--- src/sv/pd_steering_speed_control_unit_defines.svh ---
// Assertion macros used by the steering/speed control sequencer
`ifndef PD_STEERING_SPEED_CONTROL_UNIT_DEFINES_SVH
`define PD_STEERING_SPEED_CONTROL_UNIT_DEFINES_SVH

// same-cycle implication, sampled on clk, off during reset
`define PDSC_ASSERT_NOW(lbl, ante, cons, msg) \
    lbl: assert property (@(posedge clk) disable iff (!rst_n) (ante) |-> (cons)) \
        else $error(msg);

// next-cycle implication
`define PDSC_ASSERT_NEXT(lbl, ante, cons, msg) \
    lbl: assert property (@(posedge clk) disable iff (!rst_n) (ante) |=> (cons)) \
        else $error(msg);

`endif

--- src/sv/pdsc_pkg.sv ---
// ----------------------------------------------------------------------------
// pdsc_pkg
// Types, constants and helper functions of the PD steering and speed control.
// ----------------------------------------------------------------------------
package pdsc_pkg;

    localparam int WHEELBASE_Q12_DEF    = 1925;
    localparam int FRONT_OFFSET_Q12_DEF = 686;
    localparam int CORDIC_ITERS_DEF     = 14;

    localparam int SQRT_STEPS = 16;

    localparam logic signed [15:0] BRAKE_SPEED  = -16'sd4096;
    localparam logic signed [15:0] STOP_THRESH  = 16'sd410;
    localparam logic signed [35:0] PD_ROUND     = 36'sd2048;
    localparam logic signed [19:0] ANGLE_ROUND  = 20'sd8;

    localparam logic [15:0] RST_GAIN_P    = 16'd4096;
    localparam logic [15:0] RST_GAIN_D    = 16'd410;
    localparam logic [14:0] RST_ERR_LIMIT = 15'd410;
    localparam logic [14:0] RST_LOOKAHEAD = 15'd4096;
    localparam logic [15:0] RST_NEUTRAL   = 16'd0;
    localparam logic [14:0] RST_TARGET    = 15'd4096;
    localparam logic [14:0] RST_SPD_STEP  = 15'd205;
    localparam logic        RST_SMOOTH    = 1'b1;

    typedef enum logic [2:0] {
        CFG_GAIN_P    = 3'd0,
        CFG_GAIN_D    = 3'd1,
        CFG_ERR_LIMIT = 3'd2,
        CFG_LOOKAHEAD = 3'd3,
        CFG_NEUTRAL   = 3'd4,
        CFG_TARGET    = 3'd5,
        CFG_SPD_STEP  = 3'd6,
        CFG_SMOOTH    = 3'd7
    } cfg_idx_t;

    typedef enum logic [3:0] {
        ST_IDLE,
        ST_CHECK,
        ST_SQX,
        ST_SQY,
        ST_SQRT_INIT,
        ST_SQRT,
        ST_NUM,
        ST_DEN_MUL,
        ST_DEN_ADD,
        ST_COR_INIT,
        ST_COR,
        ST_ERR,
        ST_PD_P,
        ST_PD_D,
        ST_FINISH
    } state_t;

    typedef enum logic [3:0] {
        OP_NONE,
        OP_LOAD,
        OP_SQX,
        OP_SQY,
        OP_SQRT_INIT,
        OP_SQRT_STEP,
        OP_NUM,
        OP_DEN_MUL,
        OP_DEN_ADD,
        OP_COR_INIT,
        OP_COR_STEP,
        OP_ERR,
        OP_PD_P,
        OP_PD_D,
        OP_FINISH
    } op_t;

    typedef struct packed {
        op_t op;
    } cmd_t;

    typedef struct packed {
        logic active;
        logic sqrt_last;
        logic cor_last;
        logic out_pending;
    } sts_t;

    // arctangent of 2^-i in Q16
    function automatic logic [16:0] atan_q16(input logic [3:0] idx);
        logic [16:0] v;
        begin
            unique case (idx)
                4'd0:    v = 17'd51472;
                4'd1:    v = 17'd30386;
                4'd2:    v = 17'd16055;
                4'd3:    v = 17'd8150;
                4'd4:    v = 17'd4091;
                4'd5:    v = 17'd2047;
                4'd6:    v = 17'd1024;
                4'd7:    v = 17'd512;
                4'd8:    v = 17'd256;
                4'd9:    v = 17'd128;
                4'd10:   v = 17'd64;
                4'd11:   v = 17'd32;
                4'd12:   v = 17'd16;
                4'd13:   v = 17'd8;
                4'd14:   v = 17'd4;
                default: v = 17'd2;
            endcase
            return v;
        end
    endfunction

    function automatic logic signed [15:0] sat16(input logic signed [35:0] v);
        logic signed [15:0] r;
        begin
            if (v > 36'sd32767)
                r = 16'sh7fff;
            else if (v < -36'sd32768)
                r = 16'sh8000;
            else
                r = v[15:0];
            return r;
        end
    endfunction

endpackage

--- src/sv/pdsc_ctrl.sv ---
// ----------------------------------------------------------------------------
// pdsc_ctrl
// Sequencer: steps the datapath through square root, CORDIC and PD phases.
// ----------------------------------------------------------------------------
`include "pd_steering_speed_control_unit_defines.svh"

module pdsc_ctrl (
    input  logic            clk,
    input  logic            rst_n,
    input  logic            in_valid,
    output logic            in_ready,
    output pdsc_pkg::cmd_t  cmd,
    input  pdsc_pkg::sts_t  sts
);

    pdsc_pkg::state_t state_reg;
    pdsc_pkg::state_t state_next;

    always_ff @(posedge clk or negedge rst_n)
    begin
        if (!rst_n)
            state_reg <= pdsc_pkg::ST_IDLE;
        else
            state_reg <= state_next;
    end

    always_comb
    begin
        state_next = state_reg;
        cmd.op     = pdsc_pkg::OP_NONE;
        in_ready   = 1'b0;
        unique case (state_reg)
            pdsc_pkg::ST_IDLE:
            begin
                in_ready = 1'b1;
                if (in_valid)
                begin
                    cmd.op     = pdsc_pkg::OP_LOAD;
                    state_next = pdsc_pkg::ST_CHECK;
                end
            end
            pdsc_pkg::ST_CHECK:
                state_next = sts.active ? pdsc_pkg::ST_SQX : pdsc_pkg::ST_FINISH;
            pdsc_pkg::ST_SQX:
            begin
                cmd.op     = pdsc_pkg::OP_SQX;
                state_next = pdsc_pkg::ST_SQY;
            end
            pdsc_pkg::ST_SQY:
            begin
                cmd.op     = pdsc_pkg::OP_SQY;
                state_next = pdsc_pkg::ST_SQRT_INIT;
            end
            pdsc_pkg::ST_SQRT_INIT:
            begin
                cmd.op     = pdsc_pkg::OP_SQRT_INIT;
                state_next = pdsc_pkg::ST_SQRT;
            end
            pdsc_pkg::ST_SQRT:
            begin
                cmd.op = pdsc_pkg::OP_SQRT_STEP;
                if (sts.sqrt_last)
                    state_next = pdsc_pkg::ST_NUM;
            end
            pdsc_pkg::ST_NUM:
            begin
                cmd.op     = pdsc_pkg::OP_NUM;
                state_next = pdsc_pkg::ST_DEN_MUL;
            end
            pdsc_pkg::ST_DEN_MUL:
            begin
                cmd.op     = pdsc_pkg::OP_DEN_MUL;
                state_next = pdsc_pkg::ST_DEN_ADD;
            end
            pdsc_pkg::ST_DEN_ADD:
            begin
                cmd.op     = pdsc_pkg::OP_DEN_ADD;
                state_next = pdsc_pkg::ST_COR_INIT;
            end
            pdsc_pkg::ST_COR_INIT:
            begin
                cmd.op     = pdsc_pkg::OP_COR_INIT;
                state_next = pdsc_pkg::ST_COR;
            end
            pdsc_pkg::ST_COR:
            begin
                cmd.op = pdsc_pkg::OP_COR_STEP;
                if (sts.cor_last)
                    state_next = pdsc_pkg::ST_ERR;
            end
            pdsc_pkg::ST_ERR:
            begin
                cmd.op     = pdsc_pkg::OP_ERR;
                state_next = pdsc_pkg::ST_PD_P;
            end
            pdsc_pkg::ST_PD_P:
            begin
                cmd.op     = pdsc_pkg::OP_PD_P;
                state_next = pdsc_pkg::ST_PD_D;
            end
            pdsc_pkg::ST_PD_D:
            begin
                cmd.op     = pdsc_pkg::OP_PD_D;
                state_next = pdsc_pkg::ST_FINISH;
            end
            pdsc_pkg::ST_FINISH:
            begin
                // wait until the output slot is free
                if (!sts.out_pending)
                begin
                    cmd.op     = pdsc_pkg::OP_FINISH;
                    state_next = pdsc_pkg::ST_IDLE;
                end
            end
            default:
                state_next = pdsc_pkg::ST_IDLE;
        endcase
    end

    `PDSC_ASSERT_NOW(a_finish_slot_free, cmd.op == pdsc_pkg::OP_FINISH, !sts.out_pending, "result written over a pending beat")
    `PDSC_ASSERT_NEXT(a_idle_tick_skips, (state_reg == pdsc_pkg::ST_CHECK) && !sts.active, state_reg == pdsc_pkg::ST_FINISH, "inactive tick did not go to finish")
    `PDSC_ASSERT_NEXT(a_cordic_ends, (state_reg == pdsc_pkg::ST_COR) && sts.cor_last, state_reg == pdsc_pkg::ST_ERR, "CORDIC phase did not end on last iteration")

endmodule

--- config.mk ---
export PLATFORM = sky130hd
export DESIGN_NAME = pdsc_ctrl
export DESIGN_NICKNAME = d
export VERILOG_FILES = /design/src/sv/pdsc_pkg.sv /design/src/sv/pdsc_ctrl.sv
export VERILOG_INCLUDE_DIRS = /design/src /design/src/sv
export SDC_FILE = /design/constraint.sdc
export NUM_CORES = 1
export LEC_CHECK = 0
export BUFFER_PORTS_ARGS = -buffer_cell sky130_fd_sc_hd__buf_2
export CAP_MARGIN = 20
export CORE_AREA = 2 2 39 41
export DETAILED_ROUTE_END_ITERATION = 16
export DIE_AREA = 0 0 41 43
export GPL_TIMING_DRIVEN = 0
export PLACE_DENSITY = 0.41
export SYNTH_ARGS = -nofsm -noshare
export SYNTH_HDL_FRONTEND = slang
export SYNTH_SLANG_ARGS = --single-unit
--- constraint.sdc ---
create_clock -name clk -period 1.3 [get_ports clk]
set_input_delay 0.065 -clock clk [delete_from_list [all_inputs] [get_ports clk]]
set_output_delay 0.065 -clock clk [all_outputs]
set_load 0.01 [all_outputs]
==> results by group, run 1 <==
Clocking
  • Clock buffer depth: 2
  • Htree depth: 1
  • CTS Buf Count: 3
  • Clock Latency Late Sink: about 230 ps
  • CTS root buffer: clkbuf_4
  • Clock-pin slew on the worst setup and hold paths: 30 ps
  • Clk sink count: 4
  • CTS tree: yes

Drt
  • Remaining antenna violation count: 0
  • Avg WL per Cell: roughly 11 um
  • Initial DRC count: 3
  • Final WL: between 800 and 900 um
  • DRC viols: 0
  • Via density: around 4.9
  • Vias: ~370
  • DRT Pass-1 Iters: 4

STA
  • Relative slew margins: between 80% and 90%
  • Final Max Tran Viols: 0
  • Final Critical Period: 1420 ps
  • Setup WS post-layout: -119 ps
  • Tcrit/Tclk final: 109%
  • Final Setup Violations: 1
  • Fin. Hold Viols: 0
  • Clk_skew: around 4 ps
  • Fmax: 705 MHz
  • TNS Setup: -119 ps
  • Slew @ Worst Pin: ~240 ps
  • RSZ-0062 raised after global routing: yes

Pwr
  • P_leak: approximately 0.23 nW
  • VDD IR-drop max: around 0.63 mV
  • Clock network fraction of design power: 10.9%
  • Reg power frac: a little under a fifth
  • Internal Power: 0.812 mW
  • Power Density: about 2800 nW/um^2
  • Sw Ratio: about two fifths
  • Psw: roughly 0.58 mW
  • Tot Pwr: between 1 and 1.5 mW
  • Logic gate share of total power: a little under three quarters

Finish
  • # diodes: 0
  • Filler cells: roughly 160
  • Share of layout cells above drive strength 1: between 40 and 50%
  • Multi-input gate area: about 210 um^2
  • Final Cell Area: around 500 um^2
  • Layout area overhead: 57.9%
  • Seq. cell area: around 100 um^2
  • Total Nets Final: 68
  • Max FFs per register: 4

Setup path
  • CP Data Required Time: about 1200 ps
  • Worst path bufs/invs: 1
  • CP endpoint kind: primary output
  • Worst setup path start: state_reg[2]
  • Crit-path cells: or3_1 > a32o_1 > buf_2
  • CP top delay family: flip-flops
  • Critical path arrival: 1350 ps
  • Setup Crit Path Kind: reg2out
  • Startpoint Class: flip-flop
  • Reg2Reg Depth: 3
  • WP depth: 3
  • Worst reg2reg setup slack: roughly 170 ps
  • Reg2Reg Launch Point: state_reg[0]
  • RR Endpoint: state_reg[0]
  • Worst Setup EP: cmd[0]
  • Critical Path Max Stage Delay: 380 ps
  • CP max stage cell: dfrtp_1
  • CP max FO: 3

Global routing
  • Pin count of the biggest net entering global routing: 11
  • Met1 Track Usage GR: around 16%
  • Met2 Resource Use GR: between 10 and 15%
  • Antenna violations before repair: 0
  • GRT Util Overall: ~11%
  • Global route total overflow: 0
  • Busiest grt layer: met1
  • Met3 Usage GRT: 3.14%
  • First-pass GRT wire length: 1280 um
  • Vias in the first global route: between 200 and 300

Synth
  • Post-Syn Area: ~320 um^2
  • Synth Area in Simple Gates: between 20% and 30%
  • Largest family of logic cells by synthesized area: compound AO/OA/AOI/OAI gates
  • Synthesized flop and latch total: 4
  • Synth Area in Adders: 0%
  • Post-synthesis sequential area ratio: between 30% and 40%
  • Syn nets: 45
  • Avg Cell Area, Syn: approximately 8.4 um^2
  • Yosys cell types: 23
  • Post-Synth XOR/XNOR Area: 0%
  • Synth Area in Compound Gates: between 30 and 40%
  • Syn. warnings: 0
  • Post-synthesis mux area share: 0%
  • Post-Synthesis Cells: 38

Placement
  • PortBufs: 11
  • DP HPWL: 568 um
  • Placement Cell Area: roughly 400 um^2
  • Dpl ws: around 83 ps
  • GPL Wtd Cong: 0.700

Floorplanning
  • Die Y: around 43 um
  • IO Count: 12
  • Die span in x: between 40 and 50 um
  • Core Region: 1380 um^2
  • Total die area: between 1500 and 2000 um^2
  • Site row count: 14
  • Starting Density: around 23%

Run
  • MaxCap Viol Count: 0

Worst hold path
  • Hold WC Path Type: in2reg
  • Worst Hold Launch: sts[3]

Outcome
  • Failing checks: setup timing
  • Status: finished, violations left
[final cells by class]
cell class	count	area share (%)
tap	16	3.99
timing repair buffer	18	21.9
inverter	1	0.748
multi-input combinational	29	41.4
clock buffer	3	4.49
sequential	4	20.0
buffer	4	7.48
[cells in the final DEF, fill, tap and decap left out, types with 2 or more instances in the layout]
master and instances:
buf_6 2, o21a_1 3, clkbuf_4 3, or3_1 2, buf_2 11, nor2_1 2, dfrtp_1 4, nand2_1 2
buf_4 8, o21ai_1 2, nor3_1 2, a21oi_1 2, o21ai_0 2
[layer usage]
layer / wire length, um / part of all wire [%]
met5: 0 / 0
met4: 17 / 2.1
met3: 41 / 5.0
met2: 351 / 43
met1: 409 / 50
[worst reg2reg max path, cell delays in order (launching register included)]
cell and delay (ps):
dfrtp_1 410, buf_6 160, buf_4 130, o41ai_2 330
[cell usage after synthesis (all sizes together)]
library cell  count  area share (%)
buf               4             7.1
dfrtp             4              31
o21ai             4             6.3
nand2             3             4.3
nor2              3             3.5
o21a              3             7.1
a21oi             2             3.1
nor3              2             3.1
or3               2             3.9
a22o              1             2.8
a32o              1             3.1
inv               1             1.2
nand2b            1             2.0
nand3             1             1.6
nor3b             1             2.4
nor4              1             3.9
o21bai            1             2.4
o221a             1             3.5
o22ai             1             2.0
o41ai             1             5.1
[per-stage QoR]
step	hold WS, ps	cells	util, %
floorplan	-231	38	-
global placement	-127	65	28.4
detailed placement	-127	65	28.4
CTS	141	72	32.7
global route	137	75	36.3
finish	151	75	36.3
[cells by family (layout without fill, tap and decap cells)]
family                 after synthesis  count (layout)
AOI/OAI and AO/OA                   15              15
and+or+nand+nor                     14              14
buffers and inverters                5              26
DFF                                  4               4
[how the worst min path moves through the flow]
stage                    to  slack (ps)  cells past startpoint
2_1_floorplan  state_reg[0]        -230                      0
3_3_place_gp   state_reg[0]        -130                      1
3_5_place_dp   state_reg[0]        -130                      1
4_1_cts        state_reg[2]         140                      3
5_1_grt        state_reg[2]         140                      3
6_report       state_reg[2]         150                      3
[power by group through the flow]
stage / combinational [mW] / sequential [mW] / clock [mW]
3_3_place_gp: 0.764 / 0.257 / 0
3_5_place_dp: 0.756 / 0.253 / 0
4_1_cts: 0.849 / 0.240 / 0.158
2_1_floorplan: 0.567 / 0.237 / 0
6_report: 0.987 / 0.255 / 0.152
5_1_grt: 1.08 / 0.265 / 0.175
[what timing repair did]
item / 4_1_cts / 5_1_grt
hold buffers: 1 / 0
pin swaps: 2 / 0
setup endpoints to repair: 5 / 5
hold endpoints to repair: 4 / 0
resized for setup: 2 / 8
buffers inserted: 3 / 3
Power figures use the tool's default switching activity.
==> run 2: changes to the inputs <==
HOLD_SLACK_MARGIN = 0.05   (was default)
clock period = 1.45 ns   (was 1.3 ns; I/O delays follow)
==> results by group, run 2 (synthesis results as in run 1) <==
Global routing
  • First-pass GRT wire length: about 1300 um
  • Pin count of the biggest net entering global routing: 11
  • Vias in the first global route: between 200 and 300
  • Global route total overflow: 0
  • Antenna violations before repair: 0
  • GRT Util Overall: a little over a tenth

Clocking
  • Htree depth: 1
  • Clock Latency Late Sink: roughly 230 ps
  • CTS Buf Count: 3
  • CTS tree: yes
  • Clk sink count: 4
  • Clock buffer depth: 2
  • Clock-pin slew on the worst setup and hold paths: 30 ps
  • CTS root buffer: clkbuf_4

Pwr
  • Sw Ratio: 43.3%
  • Power Density: around 2500 nW/um^2
  • Internal Power: 0.651 mW
  • VDD IR-drop max: approximately 0.55 mV
  • Clock network fraction of design power: a little under an eighth
  • Logic gate share of total power: roughly two thirds
  • Tot Pwr: 1.15 mW
  • Reg power frac: roughly 20%
  • P_leak: 0.209 nW
  • Psw: roughly 0.5 mW

Setup path
  • Worst reg2reg setup slack: approximately 360 ps
  • CP endpoint kind: primary output
  • Critical path arrival: 1360 ps
  • Startpoint Class: flip-flop
  • CP max FO: 3
  • Setup Crit Path Kind: reg2out
  • CP Data Required Time: between 1000 and 1500 ps

STA
  • Tcrit/Tclk final: 98.6%
  • Slew @ Worst Pin: about 240 ps
  • Final Max Tran Viols: 0
  • Relative slew margins: between 80% and 90%
  • Final Setup Violations: 0
  • RSZ-0062 raised after global routing: yes
  • Clk_skew: between 3 and 4 ps
  • Fin. Hold Viols: 0
  • Final Critical Period: approximately 1400 ps
  • Fmax: 699 MHz

Floorplanning
  • Die span in x: 41 um
  • IO Count: 12
  • Starting Density: 23.0%
  • Core Region: roughly 1400 um^2
  • Site row count: 14
  • Die Y: 43 um
  • Total die area: about 1800 um^2

Finish
  • Total Nets Final: 65
  • Commonest cells after routing, fill and taps aside: buf_2, buf_4, clkbuf_4
  • Final core utilization: approximately a third
  • Layout area overhead: 46.5%
  • # diodes: 0
  • Final Non-Filler Cells: 72
  • Filler cells: roughly 160
  • Commonest non-fill, non-tap cell in the layout: buf_2
  • Max FFs per register: 4
  • Share of layout cells above drive strength 1: between 40 and 50%

Outcome
  • Status: finished clean

Worst hold path
  • Hold WC Path Type: in2reg

Drt
  • Initial DRC count: 3
  • Avg WL per Cell: 11.1 um
  • DRT Pass-1 Iters: 3
  • Via density: roughly 4.8
  • DRC viols: 0
  • Final WL: 798 um
  • Remaining antenna violation count: 0
  • Vias: around 350

Placement
  • PortBufs: 11
  • GPL Wtd Cong: around 0.70
  • DP Cell Count: 65
  • DP HPWL: roughly 570 um

Run
  • MaxCap Viol Count: 0
==> run 2: critical path, stage by stage, from the launching register on <==
cell     delay (ps)
dfrtp_1         380
or3_1           370
a32o_1          240
buf_2           130
==> run 2: final cells by class <==
cell class | count | area (um^2) | area share (%)
buffer | 4 | 27.5 | 5.91
clock buffer | 3 | 22.5 | 4.84
inverter | 1 | 3.75 | 0.806
multi-input combinational | 29 | 203 | 43.5
sequential | 4 | 101 | 21.8
tap | 16 | 20.0 | 4.30
timing repair buffer | 15 | 87.6 | 18.8
==> run 2: power groups by stage <==
stage	logic [mW]	registers [mW]	clock network, mW
final	0.783	0.229	0.137
after global routing	0.867	0.237	0.157
after CTS	0.701	0.223	0.142
after detailed placement	0.677	0.227	0
after global placement	0.685	0.230	0
after floorplan	0.509	0.212	0
==> run 2: per-layer routing <==
metal  wire, um  vias to the layer above  track usage [%]
met3         40                        2             3.14
met2        337                       10             13.8
met1        403                      155             16.3
met5          0                        -                0
met4         17                        0             6.00
li1           -                      178                -
==> run 2: path summary, 6_finish.rpt <==
check	from	endpoint	cells past startpoint
worst min-delay path	sts[3]	state_reg[2]	3
worst max-delay path	state_reg[2]	cmd[0]	3
max in group asynchronous	rst_n	state_reg[3]	2
worst min register to register	state_reg[2]	state_reg[0]	2
min in group asynchronous	rst_n	state_reg[0]	2
worst max register to register	state_reg[2]	state_reg[3]	4
==> run 2: metrics by stage <==
stage	setup TNS, ps	hold slack [ps]	instance area, um^2	setup slack (ps)
4_1_cts	0	149	433	10.1
3_3_place_gp	0	-119	393	217
6_report	0	160	465	20.3
5_1_grt	-30.9	149	465	-30.9
3_5_place_dp	0	-119	393	226
2_1_floorplan	0	-223	318	263
==> run 2: timing repair <==
item / CTS / global route
hold buffers: 1 / 0
setup endpoints to repair: 1 / 3
pin swaps: 1 / 1
endpoints found under the hold margin: 4 / 0
gates resized for setup: 0 / 6
gates cloned: 0 / 0
setup buffers: 1 / 2
==> run 3: changes to the inputs <==
BUFFER_PORTS_ARGS = -buffer_cell sky130_fd_sc_hd__clkbuf_2   (was -buffer_cell sky130_fd_sc_hd__buf_2)
SKIP_CTS_REPAIR_TIMING = 1   (was default)
==> results by group, run 3 (synthesis results as in run 1) <==
Drt
  • Vias: between 300 and 400
  • Initial DRC count: 10
  • Final WL: between 700 and 800 um
  • DRC viols: 0
  • Avg WL per Cell: approximately 11 um
  • DRT Pass-1 Iters: 4
  • Via density: 4.83
  • Remaining antenna violation count: 0

Global routing
  • Antenna violations before repair: 0
  • Global route total overflow: 0
  • First-pass GRT wire length: between 1000 and 1500 um
  • Pin count of the biggest net entering global routing: 11
  • Vias in the first global route: 300
  • GRT Util Overall: between 10% and 20%

Pwr
  • Tot Pwr: 1.10 mW
  • VDD IR-drop max: 0.544 mV
  • P_leak: slightly below 0.2 nW
  • Power Density: 2440 nW/um^2

Setup path
  • CP max stage cell: dfrtp_2
  • CP Data Required Time: about 1400 ps
  • Critical path arrival: 1350 ps
  • Setup Crit Path Kind: reg2out
  • Reg2Reg Launch Point: state_reg[2]
  • Startpoint Class: flip-flop
  • CP endpoint kind: primary output
  • Crit-path cells: or3_1 > a32o_1 > buf_2
  • Reg2Reg Depth: 4
  • Critical Path Max Stage Delay: 410 ps
  • CP max FO: 4
  • Worst setup path start: state_reg[1]

Finish
  • Multi-input gate area: 203 um^2
  • # diodes: 0
  • Filler cells: 150
  • Share of layout cells above drive strength 1: roughly half
  • Commonest cells after routing, fill and taps aside: clkbuf_2, clkbuf_4, buf_4, o21a_1
  • Seq. cell area: 103 um^2
  • Total Nets Final: 63
  • Layout area overhead: 42.1%
  • Max FFs per register: 4
  • Final core utilization: 32.6%
  • Commonest non-fill, non-tap cell in the layout: clkbuf_2

Worst hold path
  • Hold WC Path Type: in2reg
  • Worst Hold Launch: sts[3]
  • Hold Path Stages: 3

Clocking
  • Clk sink count: 4
  • CTS root buffer: clkbuf_4
  • Clock Latency Late Sink: about 230 ps
  • CTS Buf Count: 3
  • CTS tree: yes
  • Clock buffer depth: 2
  • Clock-pin slew on the worst setup and hold paths: around 30 ps
  • Htree depth: 1

STA
  • RSZ-0062 raised after global routing: yes
  • Final Critical Period: about 1400 ps
  • Tcrit/Tclk final: a little over nine tenths
  • Clk_skew: about 2.5 ps
  • Setup WS post-layout: between 20 and 25 ps
  • Final Setup Violations: 0
  • Post-Route Hold Slack: between 150 and 200 ps
  • Relative slew margins: ~84%
  • Fin. Hold Viols: 0
  • Final Max Tran Viols: 0
  • TNS Setup: 0 ps
  • Slew @ Worst Pin: around 240 ps
  • Fmax: roughly 700 MHz

Placement
  • DP HPWL: around 570 um
  • Dpl ws: between 200 and 250 ps
  • PortBufs: 11
  • GPL Wtd Cong: roughly 0.70

Floorplanning
  • Die Y: roughly 43 um
  • IO Count: 12
  • Site row count: 14
  • Total die area: around 1800 um^2
  • Starting Density: about 23%
  • Core Region: around 1400 um^2
  • Die span in x: 41 um

Run
  • MaxCap Viol Count: 0

Outcome
  • Status: finished clean
## run 3: layer usage
layer | vias up | track usage, % | wire, um
li1 | 173 | - | -
met2 | 9 | 14.1 | 355
met3 | 0 | 3.14 | 36
met4 | 0 | 6.00 | 0
met1 | 156 | 14.3 | 379
met5 | - | 0 | 0
## run 3: power by group
| group | switching, mW | internal, mW |
|---|---|---|
| Combinational | 0.379 | 0.349 |
| Clock | 0.0429 | 0.0924 |
| Sequential | 0.0610 | 0.179 |
| Total | 0.483 | 0.620 |
## run 3: area by class of cell
type                    instances  area share (%)
plain buffers                   4            6.09
repair buffers                 13            16.1
inverters                       1           0.831
well taps                      16            4.43
clock buffers                   3            4.99
flip-flops and latches          4            22.7
multi-input cells              29            44.9
## run 3: worst max-delay path, delay by kind of cell (launching register included)
kind / cells / cell delay [ps]
flip-flops: 1 / 410
AND/OR/NAND/NOR: 1 / 340
buffers and inverters: 1 / 130
AO/OA/AOI/OAI: 1 / 240
## run 3: stage by stage
stage | cell area (um^2) | instances
after global routing | 452 | 70
after global placement | 393 | 65
after detailed placement | 393 | 65
after floorplan | 318 | 38
after CTS | 415 | 68
final | 452 | 70
## run 3: worst paths after layout
path / end / slack (ps)
min in group asynchronous: state_reg[0] / 180
setup reg to reg: state_reg[3] / 360
hold / removal: state_reg[2] / 150
max in group asynchronous: state_reg[1] / 1130
hold reg to reg: state_reg[0] / 690
setup / recovery: cmd[0] / 20
